<file path="src/hw/rtl/e2q_pkg.sv">
package e2q_pkg;

  localparam int ANGLE_BITS   = 16;
  localparam int FRAC_BITS    = 16;
  localparam int OUT_W        = FRAC_BITS + 2;
  localparam int CORDIC_STEPS = 32;
  localparam int STEP_W       = $clog2(CORDIC_STEPS);

  // Rotator x and y carry 40 fraction bits plus headroom; z holds the half angle
  // in units where a full turn is 2^33, plus the largest partial atan sum.
  localparam int XY_W   = 43;
  localparam int Z_W    = 34;
  localparam int Z_SHIFT = 32 - ANGLE_BITS;

  // Sine and cosine with 30 fraction bits, and the products built from them.
  localparam int TRIG_W = 32;
  localparam int PROD_W = 2 * TRIG_W;
  localparam int SUM_W  = PROD_W + 1;

  localparam logic signed [XY_W-1:0] GAIN_INV = XY_W'(64'sd667681663043);

  typedef struct packed {
    logic signed [XY_W-1:0] x;
    logic signed [XY_W-1:0] y;
    logic signed [Z_W-1:0]  z;
  } rot_t;

  // atan(2^-i) in units where a full turn is 2^32.
  function automatic logic signed [Z_W-1:0] atan_step(input logic [STEP_W-1:0] i);
    logic [29:0] v;
    case (i)
      5'd0:    v = 30'd536870912;
      5'd1:    v = 30'd316933406;
      5'd2:    v = 30'd167458907;
      5'd3:    v = 30'd85004756;
      5'd4:    v = 30'd42667331;
      5'd5:    v = 30'd21354465;
      5'd6:    v = 30'd10679838;
      5'd7:    v = 30'd5340245;
      5'd8:    v = 30'd2670163;
      5'd9:    v = 30'd1335087;
      5'd10:   v = 30'd667544;
      5'd11:   v = 30'd333772;
      5'd12:   v = 30'd166886;
      5'd13:   v = 30'd83443;
      5'd14:   v = 30'd41722;
      5'd15:   v = 30'd20861;
      5'd16:   v = 30'd10430;
      5'd17:   v = 30'd5215;
      5'd18:   v = 30'd2608;
      5'd19:   v = 30'd1304;
      5'd20:   v = 30'd652;
      5'd21:   v = 30'd326;
      5'd22:   v = 30'd163;
      5'd23:   v = 30'd81;
      5'd24:   v = 30'd41;
      5'd25:   v = 30'd20;
      5'd26:   v = 30'd10;
      5'd27:   v = 30'd5;
      5'd28:   v = 30'd3;
      5'd29:   v = 30'd1;
      5'd30:   v = 30'd1;
      default: v = 30'd0;
    endcase
    return signed'({{(Z_W-30){1'b0}}, v});
  endfunction

endpackage

</file>
<file path="src/hw/rtl/e2q_cordic_cell.sv">
module e2q_cordic_cell (
  input  logic                          clk,
  input  logic                          rst_n,
  input  logic                          en,
  input  logic [e2q_pkg::STEP_W-1:0]    step,
  input  logic                          vld_in,
  input  e2q_pkg::rot_t [2:0]           rot_in,
  output logic                          vld_r,
  output e2q_pkg::rot_t [2:0]           rot_r
);
  import e2q_pkg::*;

  rot_t [2:0] rot_nxt;

  // One rotation step for each of the three angles.
  always_comb begin
    logic signed [XY_W-1:0] x_in;
    logic signed [XY_W-1:0] y_in;
    logic signed [Z_W-1:0]  z_in;
    logic signed [XY_W-1:0] dx;
    logic signed [XY_W-1:0] dy;
    logic signed [Z_W-1:0]  dz;
    for (int a = 0; a < 3; a++) begin
      x_in = rot_in[a].x;
      y_in = rot_in[a].y;
      z_in = rot_in[a].z;
      dx   = y_in >>> step;
      dy   = x_in >>> step;
      dz   = atan_step(step) <<< 1;
      if (!z_in[Z_W-1]) begin
        rot_nxt[a].x = x_in - dx;
        rot_nxt[a].y = y_in + dy;
        rot_nxt[a].z = z_in - dz;
      end else begin
        rot_nxt[a].x = x_in + dx;
        rot_nxt[a].y = y_in - dy;
        rot_nxt[a].z = z_in + dz;
      end
    end
  end

  always_ff @(posedge clk) begin
    if (!rst_n) begin
      vld_r <= 1'b0;
    end else if (en) begin
      vld_r <= vld_in;
    end
  end

  always_ff @(posedge clk) begin
    if (en) begin
      rot_r <= rot_nxt;
    end
  end

endmodule

</file>
<file path="config.mk">
export PLATFORM = sky130hd
export DESIGN_NAME = e2q_cordic_cell
export DESIGN_NICKNAME = d
export VERILOG_FILES = /design/src/hw/rtl/e2q_pkg.sv /design/src/hw/rtl/e2q_cordic_cell.sv
export SDC_FILE = /design/constraint.sdc
export NUM_CORES = 2
export LEC_CHECK = 0
export BUFFER_PORTS_ARGS = -buffer_cell sky130_fd_sc_hd__buf_4
export CORE_ASPECT_RATIO = 2
export CORE_MARGIN = 4
export CORE_UTILIZATION = 35
export CTS_CLUSTER_DIAMETER = 50
export DETAILED_ROUTE_END_ITERATION = 12
export PLACE_DENSITY = 0.49
export SYNTH_ARGS = -nofsm -noshare
export SYNTH_HDL_FRONTEND = slang
export SYNTH_SLANG_ARGS = --single-unit
</file>
<file path="constraint.sdc">
create_clock -name clk -period 12.5 [get_ports clk]
set_input_delay 0.625 -clock clk [delete_from_list [all_inputs] [get_ports clk]]
set_output_delay 0.625 -clock clk [all_outputs]
set_load 0.005 [all_outputs]
</file>
==> results.yml <==
clocking:
  root_buffer: "clkbuf_16"
  cts.sinks: 361
  h-tree-depth: 2
  cts_buffer_depth: 3
  numCtsBuffers: 44
  path_clk_slew_ns: 0.06
  post_cts_resized: 0
  postCtsSetupRepairBufs: 0
  cts_tree: "done"
  clkLatencyLatePin_ns: 0.64
  hold_buffers: 0
sta:
  max_freq_ghz: 0.120
  hold_viol: 0
  fin_crit_ns: 8.34
  fin_skew_ns: 0
  drv_slew: 0
  relSlewSlack: 0.109
  tightest_slew_ns: 1.32
  setup_viol: 0
  fin_ws_ns: 4.16
  setup_tns_ns: 0
  fin_crit_sh: 0.667
  rsz0062_at_grt: "false"
synth:
  syn-cell-area_um2: 54300
  yosys_warnings: 0
  synth_nets: 6510
  avgSynthCellArea_um2: 9.46
  seq_area_frac_synth: 0.199
  synthFlopType: "edfxtp_1"
  ys_types: 120
  ys_async_sr_fraction: 0
  synthesis.instances: 5740
  ys_ff_latch: 361
  synth_edf_count: 360
detailed_routing:
  avgViaCountPerCell: 6.28
  route.detailed.drc: 0
  vias: 52645
  drtAntennaViolNets: 0
  firstDrtPassIters: 6
  wl_per_cell_um: 32.4
  drt_iter0_markers: 4147
  routed_wl_um: 271000
run_status:
  status: "finished, final reports clean"
critical_path:
  startpoint_type: "primary input"
  crit_path_max_incr_delay_ns: 0.82
  critPathBufInv: 3
  crit_fanout: 47
  end_kind: "register"
  crit_type: "in -> reg"
  slowest_stage: "nor4_1"
  r2r_slack_ns: 11.91
  crit_chain: "buf_8 -> buf_4 -> buf_4 -> mux4_1 -> mux2i_1 -> o21ai_0 -> nor4_1 -> and4b_1 -> nor2b_2 -> nor4b_4 -> and3_1 -> and2_1 -> a21oi_1 -> xnor2_1 -> ha_1 -> a21o_1 -> a21o_1 -> or3_1 -> a211oi_1 -> o31ai_1 -> a21oi_1 -> xnor2_1"
  crit_required_ns: 12.91
  crit_arrival_ns: 8.75
  crit_family: "simple AND/OR/NAND/NOR gates"
placement:
  place.port_buffers: 729
  dp_hpwl_um: 217000
  gp_congestion: 1.02
  dp_slack_ns: 3.47
  placed_area_um2: 61300
finish:
  final_area_um2: 62900
  nets: 7040
  fillers: 15503
  area_delta_synth_final_pct: 15.9
  drive_above_1_share: 0.233
global_route:
  grt_overflow_total: 0
  antenna_found_initial: 22
  grt_start_max_net_pins: 123
  grt_pass1_wl_um: 380000
  grt_pass1_vias: 53802
  grt_usage: 0.320
flow_run:
  max_cap_viol_count: 0
min_path:
  min_path_type: "in -> reg"
floorplanning:
  rows: 204
  die_w_um: 286
  start_util: 0.352
  die-area_um2: 162000
  ios: 730
  core_area_um2: 154000
  die_h_um: 565
power_and_ir_drop:
  p_per_area_nw_per_um2: 125
  total_power_w: 0.00785
  peakVddDrop_mv: 0.113
  leakagePower_nw: 25.6
[cells in the mapped netlist, types with 61 or more instances]
library cell  count  area, µm²
a21o_1          190       1430
a21oi_1         505       2530
a31oi_1         108        676
and2_1           61        382
buf_2            90        450
clkbuf_1        121        454
edfxtp_1        360      10800
ha_1            392       4900
inv_1           115        432
mux2_2          101       1140
mux2i_1         280       2800
mux4_2          373       8400
nand2_1         419       1570
nand2b_1         73        457
nand3_1          89        445
nor2_1          439       1650
nor2b_1          74        463
nor3_1           77        385
o21a_1           78        586
o21ai_0         302       1510
xnor2_1         357       3130
xor2_1          213       1870
[power breakdown]
part	switching [W]	internal [W]
Sequential	0.000121	0.00183
Combinational	0.00258	0.00190
Clock	0.000618	0.000794
Total	0.00332	0.00453
[placed cells by master (no fill, tap or decap), drive strengths merged, types with 25 or more instances in the layout]
master  synthesis  final
buf           197    801
a21oi         505    505
nor2          441    441
nand2         420    420
ha            392    392
mux4          382    382
edfxtp        360    360
xnor2         357    357
o21ai         311    311
mux2i         283    283
xor2          213    213
a21o          190    190
inv           118    128
a31oi         108    108
mux2          101    101
nand3          90     90
nor3           84     84
o21a           78     78
nor2b          75     75
nand2b         73     73
and2           66     66
a211oi         60     60
o21bai         56     56
clkbuf        122     52
o22ai          43     43
o211ai         40     40
nand4          38     38
and3           37     37
a221oi         31     31
a22oi          25     25
[final timing paths]
path	from	end	cells after the start
worst max register to register	vld_r	vld_r	2
worst min-delay path	rot_in[0]	rot_r[0]	1
worst min register to register	vld_r	vld_r	2
worst max-delay path	step[0]	rot_r[315]	22
[cell type report]
type	instances	area, µm²	area share
Sequential cell	361	10800	0.172
Clock buffer	50	1120	0.0179
Clock inverter	30	427	0.00678
Multi-Input combinational cell	4939	41300	0.656
Antenna cell	13	32.5	0.000517
Inverter	121	472	0.00750
Tap cell	2060	2580	0.0410
Timing Repair Buffer	803	6160	0.0979
[sequential cells by signal, summed over array words and instances, names as in the netlist]
| name | cells |
|---|---|
| rot_r | 360 |
| vld_r | 1 |
[layer usage]
layer | global-route usage | routed length (µm) | part of all wire
met5 | 0 | 49 | 0.00018
met4 | 0.250 | 25800 | 0.095
met3 | 0.0579 | 17900 | 0.066
met2 | 0.581 | 138000 | 0.51
met1 | 0.321 | 89600 | 0.33
[worst reg2reg max path, cell delays in order (launching register included)]
cell and delay, ns:
dfxtp_1 0.31, mux2i_1 0.12, nor2b_1 0.06
[logic make-up (layout without fill, tap and decap cells)]
group,count (synthesis),after routing,share of synthesized area
buf+inv,440,1004,0.0408
simple gates,1475,1475,0.135
mux,766,766,0.232
other cells,0,13,0
fa+ha+maj,401,401,0.0937
compound gates,1727,1727,0.207
xor+xnor,570,570,0.0920
flops,361,361,0.199
[per-stage QoR]
step | cells | util | hold slack [ns]
after global placement | 8283 | 0.397 | 0.504
after global routing | 8374 | 0.407 | 0.133
after detailed placement | 8283 | 0.397 | 0.526
after floorplan | 5740 | - | 0.507
after CTS | 8363 | 0.407 | 0.102
final | 8377 | 0.408 | 0.159
Power figures use the tool's default switching activity.
